### src/design/wrmb_pkg.sv
package wrmb_pkg;

	// Width of the sample and result fields on the channels.
	localparam int IO_W = 32;

	localparam logic ACT_FILTER  = 1'b0;
	localparam logic ACT_RESTART = 1'b1;

	typedef enum logic [3:0] {
		ST_IDLE,
		ST_WSTART,
		ST_UP,
		ST_DN,
		ST_PUT,
		ST_MED,
		ST_ACC,
		ST_DIV,
		ST_DONE
	} wrmb_state_t;

	typedef struct packed {
		logic wr;
		logic clear;
	} wrmb_store_ctl_t;

endpackage

### src/design/wrmb_if.sv
interface wrmb_in_if;
	logic                       valid;
	logic                       ready;
	logic                       action;
	logic [wrmb_pkg::IO_W-1:0]  sample;

	modport source (output valid, output action, output sample, input ready);
	modport sink   (input valid, input action, input sample, output ready);
endinterface

interface wrmb_out_if;
	logic                       valid;
	logic                       ready;
	logic [wrmb_pkg::IO_W-1:0]  filtered;

	modport source (output valid, output filtered, input ready);
	modport sink   (input valid, input filtered, output ready);
endinterface

### src/design/wrmb_store.sv
module wrmb_store #(
	parameter int DEPTH  = 33,
	parameter int DATA_W = 32
) (
	input  logic                        clk,
	input  logic                        arst_n,
	input  wrmb_pkg::wrmb_store_ctl_t   ctl,
	input  logic [$clog2(DEPTH)-1:0]    wr_addr,
	input  logic [DATA_W-1:0]           wr_data,
	input  logic [$clog2(DEPTH)-1:0]    rd_addr,
	input  logic [DATA_W-1:0]           fill_data,
	output logic [DATA_W-1:0]           rd_data
);

	logic [DATA_W-1:0] mem [DEPTH];
	logic [DATA_W-1:0] rd_q;
	logic              rvld_q;
	logic [DEPTH-1:0]  vld_q;
	logic [DATA_W-1:0] fill_q;

	always_ff @(posedge clk) begin
		if (ctl.wr) begin
			mem[wr_addr] <= wr_data;
		end
		rd_q <= mem[rd_addr];
	end

	// An entry that was not written since the last clear reads as the fill value.
	always_ff @(posedge clk or negedge arst_n) begin
		if (!arst_n) begin
			vld_q  <= '0;
			rvld_q <= 1'b0;
			fill_q <= '0;
		end else begin
			rvld_q <= vld_q[rd_addr];
			if (ctl.clear) begin
				vld_q  <= '0;
				fill_q <= fill_data;
			end else if (ctl.wr) begin
				vld_q[wr_addr] <= 1'b1;
			end
		end
	end

	assign rd_data = rvld_q ? rd_q : fill_q;

endmodule

### src/design/weighted_running_median_bank_top.sv
// Weighted running median bank. FILTER_LENGTH-2 sorted windows of lengths
// FILTER_LENGTH down to 3 share one store; each new sample replaces the entry at
// its window's slot cursor and is bubbled into place, and the result is the sum of
// window medians weighted by powers of two, divided by 2^(FILTER_LENGTH-2)-1 with
// rounding to nearest. A restart transaction fills every window with the sample and
// presents it as the result via the DONE state and the output register. A filter
// transaction visits each window in turn: it probes a neighbor of the cursor slot,
// moves the sample up or down one place per step, writes it, reads the median and
// adds it to the sum; when the upward probe fails at a slot that has a lower
// neighbor, a downward probe follows. The division then folds the high part of the
// sum into the quotient once per cycle until the rest is below 2^(FILTER_LENGTH-2),
// and the DONE state loads the output. The input is ready again once the result has
// been placed in the output register, which holds it until it is taken, so a waiting
// result delays that load.
module weighted_running_median_bank_top #(
	parameter int FILTER_LENGTH = 8,
	parameter int SAMPLE_WIDTH  = 32
) (
	input  logic        clk,
	input  logic        arst_n,
	wrmb_in_if.sink     samples,
	wrmb_out_if.source  results
);

	localparam int NW    = FILTER_LENGTH - 2;
	localparam int SD    = FILTER_LENGTH * (FILTER_LENGTH + 1) / 2 - 3;
	localparam int AA    = $clog2(SD);
	localparam int PW    = $clog2(FILTER_LENGTH);
	localparam int LW    = $clog2(FILTER_LENGTH + 1);
	localparam int WW    = $clog2(NW);
	localparam int DW    = NW + 1;
	localparam int ACCW  = SAMPLE_WIDTH + NW + 1;
	localparam int OW    = wrmb_pkg::IO_W;
	localparam int HALF_D = ((1 << NW) - 2) / 2;
	localparam logic [DW-1:0] DIVISOR = DW'((1 << NW) - 1);
	// Offset that keeps the sum positive and adds half the divisor for rounding.
	localparam logic [ACCW-1:0] BIAS =
		(ACCW'(DIVISOR) << (SAMPLE_WIDTH - 1)) + ACCW'(HALF_D);
	localparam logic [SAMPLE_WIDTH-1:0] SIGN = {1'b1, {(SAMPLE_WIDTH - 1){1'b0}}};

	wrmb_pkg::wrmb_state_t st_q, st_d;
	wrmb_pkg::wrmb_store_ctl_t ctl;

	logic [SAMPLE_WIDTH-1:0] smp;
	logic [SAMPLE_WIDTH-1:0] val_q;
	logic [WW-1:0]           w_q;
	logic [AA-1:0]           base_q;
	logic [LW-1:0]           len_q;
	logic [PW-1:0]           pos_q;
	logic                    first_q;
	logic [PW-1:0]           cur_q [NW];
	logic [ACCW-1:0]         acc_q;
	logic [ACCW-1:0]         q_q;
	logic                    out_vld_q;
	logic [OW-1:0]           out_q;

	logic [AA-1:0]           wr_addr, rd_addr;
	logic [SAMPLE_WIDTH-1:0] wr_data, rdv;
	logic [PW-1:0]           cur_raw, cur_ok, last_pos;
	logic [AA-1:0]           a_pos, a_cur;
	logic                    up_gt, dn_gt;
	logic                    accept, load_out;
	logic [ACCW-1:0]         div_t, div_step;
	logic [ACCW-1:0]         term;
	logic [SAMPLE_WIDTH-1:0] res;

	assign smp      = SAMPLE_WIDTH'(samples.sample);
	assign accept   = samples.valid && samples.ready;
	assign samples.ready = (st_q == wrmb_pkg::ST_IDLE);

	assign cur_raw  = cur_q[w_q];
	assign cur_ok   = (LW'(cur_raw) < len_q) ? cur_raw : '0;
	assign last_pos = PW'(len_q - LW'(1));
	assign a_pos    = base_q + AA'(pos_q);
	assign a_cur    = base_q + AA'(cur_ok);
	assign up_gt    = $signed(val_q) > $signed(rdv);
	assign dn_gt    = $signed(rdv) > $signed(val_q);

	assign term   = ACCW'({{(NW + 1){rdv[SAMPLE_WIDTH-1]}}, rdv}) << w_q;
	assign div_t  = acc_q >> NW;
	// Once the rest is below 2^NW it can still equal the divisor, which adds one more to the quotient.
	assign div_step = (div_t != '0) ? div_t :
		{{(ACCW - 1){1'b0}}, acc_q == ACCW'(DIVISOR)};
	assign res    = q_q[SAMPLE_WIDTH-1:0] ^ SIGN;
	assign load_out = (st_q == wrmb_pkg::ST_DONE) && (!out_vld_q || results.ready);

	wrmb_store #(
		.DEPTH (SD),
		.DATA_W(SAMPLE_WIDTH)
	) u_store (
		.clk      (clk),
		.arst_n   (arst_n),
		.ctl      (ctl),
		.wr_addr  (wr_addr),
		.wr_data  (wr_data),
		.rd_addr  (rd_addr),
		.fill_data(smp),
		.rd_data  (rdv)
	);

	always_ff @(posedge clk or negedge arst_n) begin
		if (!arst_n) begin
			st_q <= wrmb_pkg::ST_IDLE;
		end else begin
			st_q <= st_d;
		end
	end

	// Sequencer: probe the neighbor, carry the new sample up or down one slot per cycle
	// while the next read is already under way, then read the median, accumulate it and divide.
	always_comb begin
		st_d      = st_q;
		ctl       = '0;
		wr_addr   = a_pos;
		wr_data   = val_q;
		rd_addr   = '0;
		case (st_q)
			wrmb_pkg::ST_IDLE: begin
				if (accept) begin
					if (samples.action == wrmb_pkg::ACT_RESTART) begin
						ctl.clear = 1'b1;
						st_d      = wrmb_pkg::ST_DONE;
					end else begin
						st_d = wrmb_pkg::ST_WSTART;
					end
				end
			end
			wrmb_pkg::ST_WSTART: begin
				if (cur_ok < last_pos) begin
					rd_addr = a_cur + AA'(1);
					st_d    = wrmb_pkg::ST_UP;
				end else if (cur_ok != '0) begin
					rd_addr = a_cur - AA'(1);
					st_d    = wrmb_pkg::ST_DN;
				end else begin
					st_d = wrmb_pkg::ST_PUT;
				end
			end
			wrmb_pkg::ST_UP: begin
				if (up_gt) begin
					ctl.wr  = 1'b1;
					wr_data = rdv;
					if ((pos_q + PW'(1)) < last_pos) begin
						rd_addr = a_pos + AA'(2);
					end else begin
						st_d = wrmb_pkg::ST_PUT;
					end
				end else if (first_q && pos_q != '0) begin
					rd_addr = a_pos - AA'(1);
					st_d    = wrmb_pkg::ST_DN;
				end else begin
					ctl.wr = 1'b1;
					st_d   = wrmb_pkg::ST_MED;
				end
			end
			wrmb_pkg::ST_DN: begin
				if (dn_gt) begin
					ctl.wr  = 1'b1;
					wr_data = rdv;
					if (pos_q != PW'(1)) begin
						rd_addr = a_pos - AA'(2);
					end else begin
						st_d = wrmb_pkg::ST_PUT;
					end
				end else begin
					ctl.wr = 1'b1;
					st_d   = wrmb_pkg::ST_MED;
				end
			end
			wrmb_pkg::ST_PUT: begin
				ctl.wr = 1'b1;
				st_d   = wrmb_pkg::ST_MED;
			end
			wrmb_pkg::ST_MED: begin
				rd_addr = base_q + AA'(len_q >> 1);
				st_d    = wrmb_pkg::ST_ACC;
			end
			wrmb_pkg::ST_ACC: begin
				if (w_q == WW'(NW - 1)) begin
					st_d = wrmb_pkg::ST_DIV;
				end else begin
					st_d = wrmb_pkg::ST_WSTART;
				end
			end
			wrmb_pkg::ST_DIV: begin
				if (div_t == '0) begin
					st_d = wrmb_pkg::ST_DONE;
				end
			end
			wrmb_pkg::ST_DONE: begin
				if (load_out) begin
					st_d = wrmb_pkg::ST_IDLE;
				end
			end
			default: begin
				st_d = wrmb_pkg::ST_IDLE;
			end
		endcase
	end

	always_ff @(posedge clk or negedge arst_n) begin
		if (!arst_n) begin
			for (int i = 0; i < NW; i++) begin
				cur_q[i] <= '0;
			end
			out_vld_q <= 1'b0;
		end else begin
			if (st_q == wrmb_pkg::ST_IDLE && accept &&
				samples.action == wrmb_pkg::ACT_RESTART) begin
				for (int i = 0; i < NW; i++) begin
					cur_q[i] <= '0;
				end
			end else if (st_q == wrmb_pkg::ST_ACC) begin
				cur_q[w_q] <= (cur_ok == last_pos) ? '0 : cur_ok + PW'(1);
			end
			if (load_out) begin
				out_vld_q <= 1'b1;
			end else if (results.ready) begin
				out_vld_q <= 1'b0;
			end
		end
	end

	always_ff @(posedge clk) begin
		case (st_q)
			wrmb_pkg::ST_IDLE: begin
				val_q   <= smp;
				w_q     <= '0;
				base_q  <= '0;
				len_q   <= LW'(FILTER_LENGTH);
				acc_q   <= BIAS;
				q_q     <= (samples.action == wrmb_pkg::ACT_RESTART) ?
					ACCW'(smp ^ SIGN) : '0;
			end
			wrmb_pkg::ST_WSTART: begin
				pos_q   <= cur_ok;
				first_q <= 1'b1;
			end
			wrmb_pkg::ST_UP: begin
				first_q <= 1'b0;
				if (up_gt) begin
					pos_q <= pos_q + PW'(1);
				end
			end
			wrmb_pkg::ST_DN: begin
				if (dn_gt) begin
					pos_q <= pos_q - PW'(1);
				end
			end
			wrmb_pkg::ST_ACC: begin
				acc_q  <= acc_q + term;
				w_q    <= w_q + WW'(1);
				base_q <= base_q + AA'(len_q);
				len_q  <= len_q - LW'(1);
			end
			wrmb_pkg::ST_DIV: begin
				// Since 2^NW is one more than the divisor, the part from bit NW up goes
				// to the quotient and is added back into the low bits.
				q_q   <= q_q + div_step;
				acc_q <= div_t + (acc_q & ACCW'(DIVISOR));
			end
			default: begin
			end
		endcase
		if (load_out) begin
			out_q <= OW'(res);
		end
	end

	assign results.valid    = out_vld_q;
	assign results.filtered = out_q;

endmodule

### src/flat_wrapper.sv
// flat-port wrapper written by rule: the top's interface ports become plain ports
module weighted_running_median_bank_top_flat 
#(
	parameter int FILTER_LENGTH = 8,
	parameter int SAMPLE_WIDTH  = 32
)
  (clk, arst_n, samples_valid, samples_action, samples_sample, samples_ready, results_valid, results_filtered, results_ready);
  wrmb_in_if samples_i ();
  wrmb_out_if results_i ();
  input  logic clk;
  input  logic arst_n;
  input wire logic [$bits(samples_i.valid)-1:0] samples_valid;
  input wire logic [$bits(samples_i.action)-1:0] samples_action;
  input wire logic [$bits(samples_i.sample)-1:0] samples_sample;
  output wire logic [$bits(samples_i.ready)-1:0] samples_ready;
  output wire logic [$bits(results_i.valid)-1:0] results_valid;
  output wire logic [$bits(results_i.filtered)-1:0] results_filtered;
  input wire logic [$bits(results_i.ready)-1:0] results_ready;
  assign samples_i.valid = samples_valid;
  assign samples_i.action = samples_action;
  assign samples_i.sample = samples_sample;
  assign samples_ready = samples_i.ready;
  assign results_valid = results_i.valid;
  assign results_filtered = results_i.filtered;
  assign results_i.ready = results_ready;
  weighted_running_median_bank_top #(.FILTER_LENGTH(FILTER_LENGTH), .SAMPLE_WIDTH(SAMPLE_WIDTH)) u_core (.clk(clk), .arst_n(arst_n), .samples(samples_i), .results(results_i));
endmodule
### config.mk
export PLATFORM = sky130hd
export DESIGN_NAME = weighted_running_median_bank_top_flat
export DESIGN_NICKNAME = d
export VERILOG_FILES = /design/src/design/wrmb_pkg.sv /design/src/design/wrmb_if.sv /design/src/design/wrmb_store.sv /design/src/design/weighted_running_median_bank_top.sv /design/src/flat_wrapper.sv
export SDC_FILE = /design/constraint.sdc
export NUM_CORES = 2
export LEC_CHECK = 0
export ABC_AREA = 1
export CORE_MARGIN = 8
export CORE_UTILIZATION = 58
export CTS_CLUSTER_SIZE = 20
export DETAILED_ROUTE_END_ITERATION = 7
export DONT_BUFFER_PORTS = 1
export PLACE_DENSITY_LB_ADDON = 0.3
export SLEW_MARGIN = 15
export SYNTH_ARGS = -nofsm -noshare
export SYNTH_HDL_FRONTEND = slang
export SYNTH_HIERARCHICAL = 1
export SYNTH_SLANG_ARGS = --single-unit
### constraint.sdc
create_clock -name clk -period 4.2 [get_ports clk]
set_input_delay 1.26 -clock clk [delete_from_list [all_inputs] [get_ports clk]]
set_output_delay 1.26 -clock clk [all_outputs]
set_load 0.005 [all_outputs]
### After elaboration in Yosys (flattened, before gate mapping)

Memories as Yosys holds them, arrays and structs flattened. A register that Yosys moved wholly into a read port is not among the register bits.
Cells that the tools add are included.

| storage, ports and cells | value |
|---|---|
| memories kept | 1 |
| bits in writable memories | 1056 |
| output and inout bits | 34 |
| input port bits | 37 |
| bits in registers | 248 |

Memory list:

| name | words | bits a word | read ports | clocked after memory_dff | write ports | line | text |
|---|---|---|---|---|---|---|---|
| u_core.u_store.mem | 33 | 32 | 1 | 1 | 1 | wrmb_store.sv:15 | `logic [DATA_W-1:0] mem [DEPTH];` |

| operators by class | value |
|---|---|
| shift operators | 1 |
| equal/unequal tests | 19 |
| magnitude comparators | 10 |
| bitwise operators | 4 |
| reductions and logical operators | 25 |
| add/subtract/negate cells | 17 |
| multiplexer cells | 62 |

Operators with widths:

| cell | count |
|---|---|
| two-way mux 32 bit | 4 |
| case mux 39 bit (3 select lines) | 1 |
| two-way mux 33 bit | 3 |
| adder 39 bit | 2 |
| case mux 39 bit (2 select lines) | 1 |
| > comparator 32 bit | 2 |
| case mux 32 bit (2 select lines) | 1 |
| two-way mux 6 bit | 7 |
| == test 39 x 6 -> 1 bit (second input constant) | 1 |
| zero test 39 bit | 1 |
| nonzero test 39 bit | 1 |
| << shifter 39 x 3 -> 39 bit | 1 |
| two-way mux 18 bit | 2 |
| two-way mux 4 bit | 9 |
| case mux 4 bit (9 select lines) | 1 |
| adder 33 x 6 -> 34 bit | 1 |
| OR 33 bit | 1 |
| two-way mux 3 bit | 10 |
| case mux 6 bit (4 select lines) | 1 |
| adder 6 x 3 -> 6 bit | 3 |
| bitwise mux 18 bit | 1 |
| == test 4 x 3 -> 1 bit (second input constant) | 4 |
| less-than comparator 6 x 7 -> 1 bit (second input constant) | 2 |
| case mux 6 bit (2 select lines) | 1 |
| 42 further kinds | 77 |

### Longest topological paths before layout

| logic depth | value |
|---|---|
| depth after elaboration | 13 |
| gate-level depth with buffers | 37 |

### By module

The synthesis kept the hierarchy.

By module, submodules not included:

| module | area an instance (µm²) | instances | cells an instance |
|---|---|---|---|
| wrmb_store | 48226.3 | 1 | 4612 |
| weighted_running_median_bank_top | 16910.0 | 1 | 2393 |

### Least setup slack after synthesis

No wires, ideal clock.

| timing | value |
|---|---|
| path type | reg-to-reg |
| start | reg u_core.w_q[1] |
| end | reg u_core.u_store.rd_q[10], read port of u_core.u_store.mem |
| period minus slack after synthesis | 4.540 ns |
| data required time | 4.086 ns |
| setup slack | -0.340 ns |
| path buffers | 4 |
| data arrival time | 4.426 ns |
| cell stages (with the launch flop) | 32 |
| cell sequence | edfxtp_1 > buf_2 > inv_2 > buf_2 > nand3_1 > inv_1 > a22oi_1 > nand4_1 > ha_1 > inv_1 > nor2_1 > nand2_1 > nand2_1 > inv_1 > nand2_1 > inv_1 > ha_1 > inv_1 > fa_1 > or2_2 > a21oi_1 > xor2_1 > nand3_1 > xnor2_1 > o21ai_0 > nand2_1 > nand2_1 > clkbuf_1 > clkinv_1 > clkbuf_1 > nand3_1 > nand2_1 |

| between the ends | value |
|---|---|
| cells in the longest elaborated chain, start to end | 11 |
| elaborated cells between the ends (all ways) | 14 |
| classes of those cells | 3 x add/sub; 2 x order compare; 7 x mux; 1 x bitwise; 1 x reduce/logical |

Ends and longest elaborated chain:

| element | line | text |
|---|---|---|
| start, declared | weighted_running_median_bank_top.sv:46 | `logic [WW-1:0] w_q;` |
| start signal, assigned | weighted_running_median_bank_top.sv:252 | `w_q <= w_q + WW'(1);` |
| NOT 3 -> 4 bit (not written as such) (*) | weighted_running_median_bank_top.sv:71 | `assign cur_raw = cur_q[w_q];` |
| binary-select mux 3 bit (select 3 bit) (*) | weighted_running_median_bank_top.sv:71 |  |
| two-way mux 3 bit (not written as such) (*) (2 in series) | weighted_running_median_bank_top.sv:71 |  |
| less-than comparator 3 x 4 -> 1 bit | weighted_running_median_bank_top.sv:72 | `assign cur_ok = (LW'(cur_raw) < len_q) ? cur_raw : '0;` |
| two-way mux 3 bit (*) | weighted_running_median_bank_top.sv:72 |  |
| adder 6 x 3 -> 6 bit | weighted_running_median_bank_top.sv:75 | `assign a_cur = base_q + AA'(cur_ok);` |
| subtractor 6 x 1 -> 6 bit | weighted_running_median_bank_top.sv:133 | `rd_addr = a_cur - AA'(1);` |
| two-way mux 6 bit | weighted_running_median_bank_top.sv:132 | `end else if (cur_ok != '0) begin` |
| two-way mux 6 bit (*) | weighted_running_median_bank_top.sv:129 | `if (cur_ok < last_pos) begin` |
| case mux 6 bit (4 select lines) (*) | weighted_running_median_bank_top.sv:117 | `case (st_q)` |
| named net u_core.rd_addr[5] | weighted_running_median_bank_top.sv:57 | `logic [AA-1:0] wr_addr, rd_addr;` |
| end, declared | wrmb_store.sv:16 | `logic [DATA_W-1:0] rd_q;` |

Mark *: on every way through the listed nets, which the timed path passes. The rest lies on a longest branch. The select of a mux whose other input is x is not followed.
A chain may end at the register's enable or synchronous reset.

### Final worst setup path

| timing | value |
|---|---|
| start | reg u_core.w_q[2] |
| end | reg u_core.u_store.rd_q[26], read port of u_core.u_store.mem |

Same word-level chain as after synthesis.

==> run metrics <==
Avg Inst Size Synth 9.30 um2; Final Cycle Share 108%; CP Capture Type flop; R2R Path End u_core/u_store/rd_q[26]; root buf cell clkbuf_16; number of buffers created by CTS 140; GP Congestion 0.981; placed cells 8742; CP most frequent cell nand2_1; Final Hold Fails 0; vias in the first global route 51500; drt first pass iters 7; WP data arrival 5.21 ns; Die Wd 351 um; CP Max Fanout 8; register bit total from synthesis 1329; Worst-path clk slew 0.07 ns; Post-DRT Antenna Nets 0; Avg Vias per Cell 5.93; highest-count cells in the layout ignoring fill and taps nand2_1 (2032), edfxtp_1 (1208), inv_1 (830); Mapped Cells 7005; Worst Path Class, Setup flop to flop; Nets 7661; Cell Count, Final, Fillers Out 9088; DP Worst Slack -0.615 ns; I/O Buffers 0; R2R Path Start u_core/w_q[2]; clock skew 0.0548 ns; Slew Limit Fails 0; share of cells above drive strength 1 15.6%; core area 112000 um2; overall via count from detail_route 53900; Sink Count 1329; fill count 7934; IO Pins 71; utilization of the core after routing 70.7%; failing checks negative setup slack; CTS tree yes; Remaining Overflow, GRT 0; worst hold path type primary input to async pin; Hold WS 0.193 ns; commonest non-fill, non-tap cell in the layout nand2_1; slack of the critical path -0.341 ns; Clk Latency, worst-skew pair 0.78 ns; Syn-to-layout area delta 21.4%; Cell Rows 123; cell area after synthesis 65100 um2; Syn Nets 7191; r2r setup slk -0.34 ns; worst relative slew slack 22.8%; hold_buf cts 0; CTS max path bufs 3; endpoints failing setup 33; FF-to-FF path depth 31; drc violations 0; status finished with violations; largest net degree at the start of global routing 90; Ys Warns 6; Final HPWL DP 137 mm; initial antenna violation count 1; Initial DRC Count 7652; Max stage delay on crit path 0.59 ns; initial core utilization 58.2%; Post-synth EDFFs 1208; Total GRT Usage 34.6%; ys async rst share 6.70%; Post-Route WL 221 mm; die area 123000 um2; RSZ-0062 raised after global routing yes; register area share after synthesis 60.1%; n_diodes 0; first-pass GRT wire length 320 mm; deepest level of the CTS H-tree 4; Die Y 351 um; post-layout min period 4.54 ns; Main synth FF type edfxtp_1; slowest CP cell fa_2; Max-cap violations 0; DR WL/cell 24.3 um; worst-margin pin slew 1.15 ns; achievable frequency 0.220 GHz; Crit path required time 4.87 ns; CP Launch Type flop; Netlist cell types 61
## how the worst max path moves through the flow
stage	startpoint	to	slack, ns	depth (start not counted)
after floorplan	u_core/u_store/rvld_q	u_core/u_store/mem[0][0]	-0.32	19
after CTS	u_core/w_q[2]	u_core/u_store/rvld_q	-0.19	32
after detailed placement	u_core/w_q[2]	u_core/u_store/rd_q[27]	-0.61	32
after global routing	u_core/w_q[2]	u_core/u_store/rd_q[4]	-0.57	31
final	u_core/w_q[2]	u_core/u_store/rd_q[26]	-0.34	31
after global placement	u_core/w_q[0]	u_core/u_store/rd_q[14]	-0.47	30
## flip-flops by register name (all words and copies together), names as in the netlist, 4 cells and up
| signal | flops |
|---|---|
| u_core/acc_q | 39 |
| u_core/base_q | 6 |
| u_core/cur_q | 18 |
| u_core/len_q | 4 |
| u_core/q_q | 32 |
| u_core/results.filtered | 32 |
| u_core/st_q | 4 |
| u_core/u_store/fill_q | 32 |
| u_core/u_store/mem | 1056 |
| u_core/u_store/rd_q | 32 |
| u_core/u_store/vld_q | 33 |
| u_core/val_q | 32 |
## final cells by class
class | count | area [um2] | share of cell area (%)
flip-flops and latches | 1329 | 39100 | 49.5
multi-input cells | 4496 | 22500 | 28.5
repair inverters | 2 | 25.0 | 0.0316
clock buffers | 203 | 3980 | 5.03
clock inverters | 52 | 492 | 0.622
well taps | 1500 | 1880 | 2.37
repair buffers | 652 | 7760 | 9.82
inverters | 854 | 3290 | 4.17
## metal layers
layer	part of all wire, %	vias up	GRT usage, %
met5	0	-	0
met4	6.7	0	19.2
met3	13	865	8.13
met2	44	3672	53.1
met1	36	25300	45.7
li1	-	24100	-
## cell usage after synthesis (17+ instances only)
library cell     n  share of area, %
buf_2           90              0.69
buf_1           35              0.20
nor3_1          45              0.35
o21ai_1         40              0.31
nand4_1         54              0.52
o211ai_1        33              0.38
edfxtp_1      1208                56
o21ai_0        376               2.9
a21oi_1        220               1.7
xor2_1          31              0.42
nand3_1        589               4.5
nand2_1       2089                12
dfxtp_1         32              0.98
ha_1           142               2.7
clkbuf_1       147              0.85
xnor2_1         17              0.23
mux2i_1         35              0.54
dfrtp_1         89               3.4
nor4_1          17              0.16
buf_4           36              0.41
inv_1          842               4.9
nor2_1         654               3.8
## through the flow
step | TNS, ns | cell area, um2
after floorplan | -209.10 | 65200
after global placement | -13.57 | 71700
after detailed placement | -17.62 | 71700
after CTS | -4.51 | 78100
after global routing | -16.89 | 79100
final | -9.12 | 79100
## what timing repair did
item,CTS,global route
pin swaps,133,55
setup endpoints to repair,50,282
cloned,21,11
buffers inserted,43,18
gates resized for setup,253,158
## logic make-up (layout without fill, tap and decap cells)
family | Yosys count | in the layout | synth area share (%)
AOI/OAI and AO/OA | 767 | 767 | 6.40
and+or+nand+nor | 3496 | 3496 | 22.0
adders and majority gates | 149 | 149 | 2.94
muxes | 36 | 36 | 0.555
xor gates and xnor gates | 48 | 48 | 0.645
DFF | 1329 | 1329 | 60.1
buffers and inverters | 1180 | 1763 | 7.41
## worst max-delay path: cells and delay by family (launching register included)
kind	cells	cell delay, ns
buf+inv	8	0.82
fa+ha+maj	4	1.26
simple gates	16	1.39
compound gates	3	0.38
flops	1	0.54
Power is left out: the tool's default activity adds up to more than one toggle a clock period on the data nets, which glitch-free logic cannot reach.
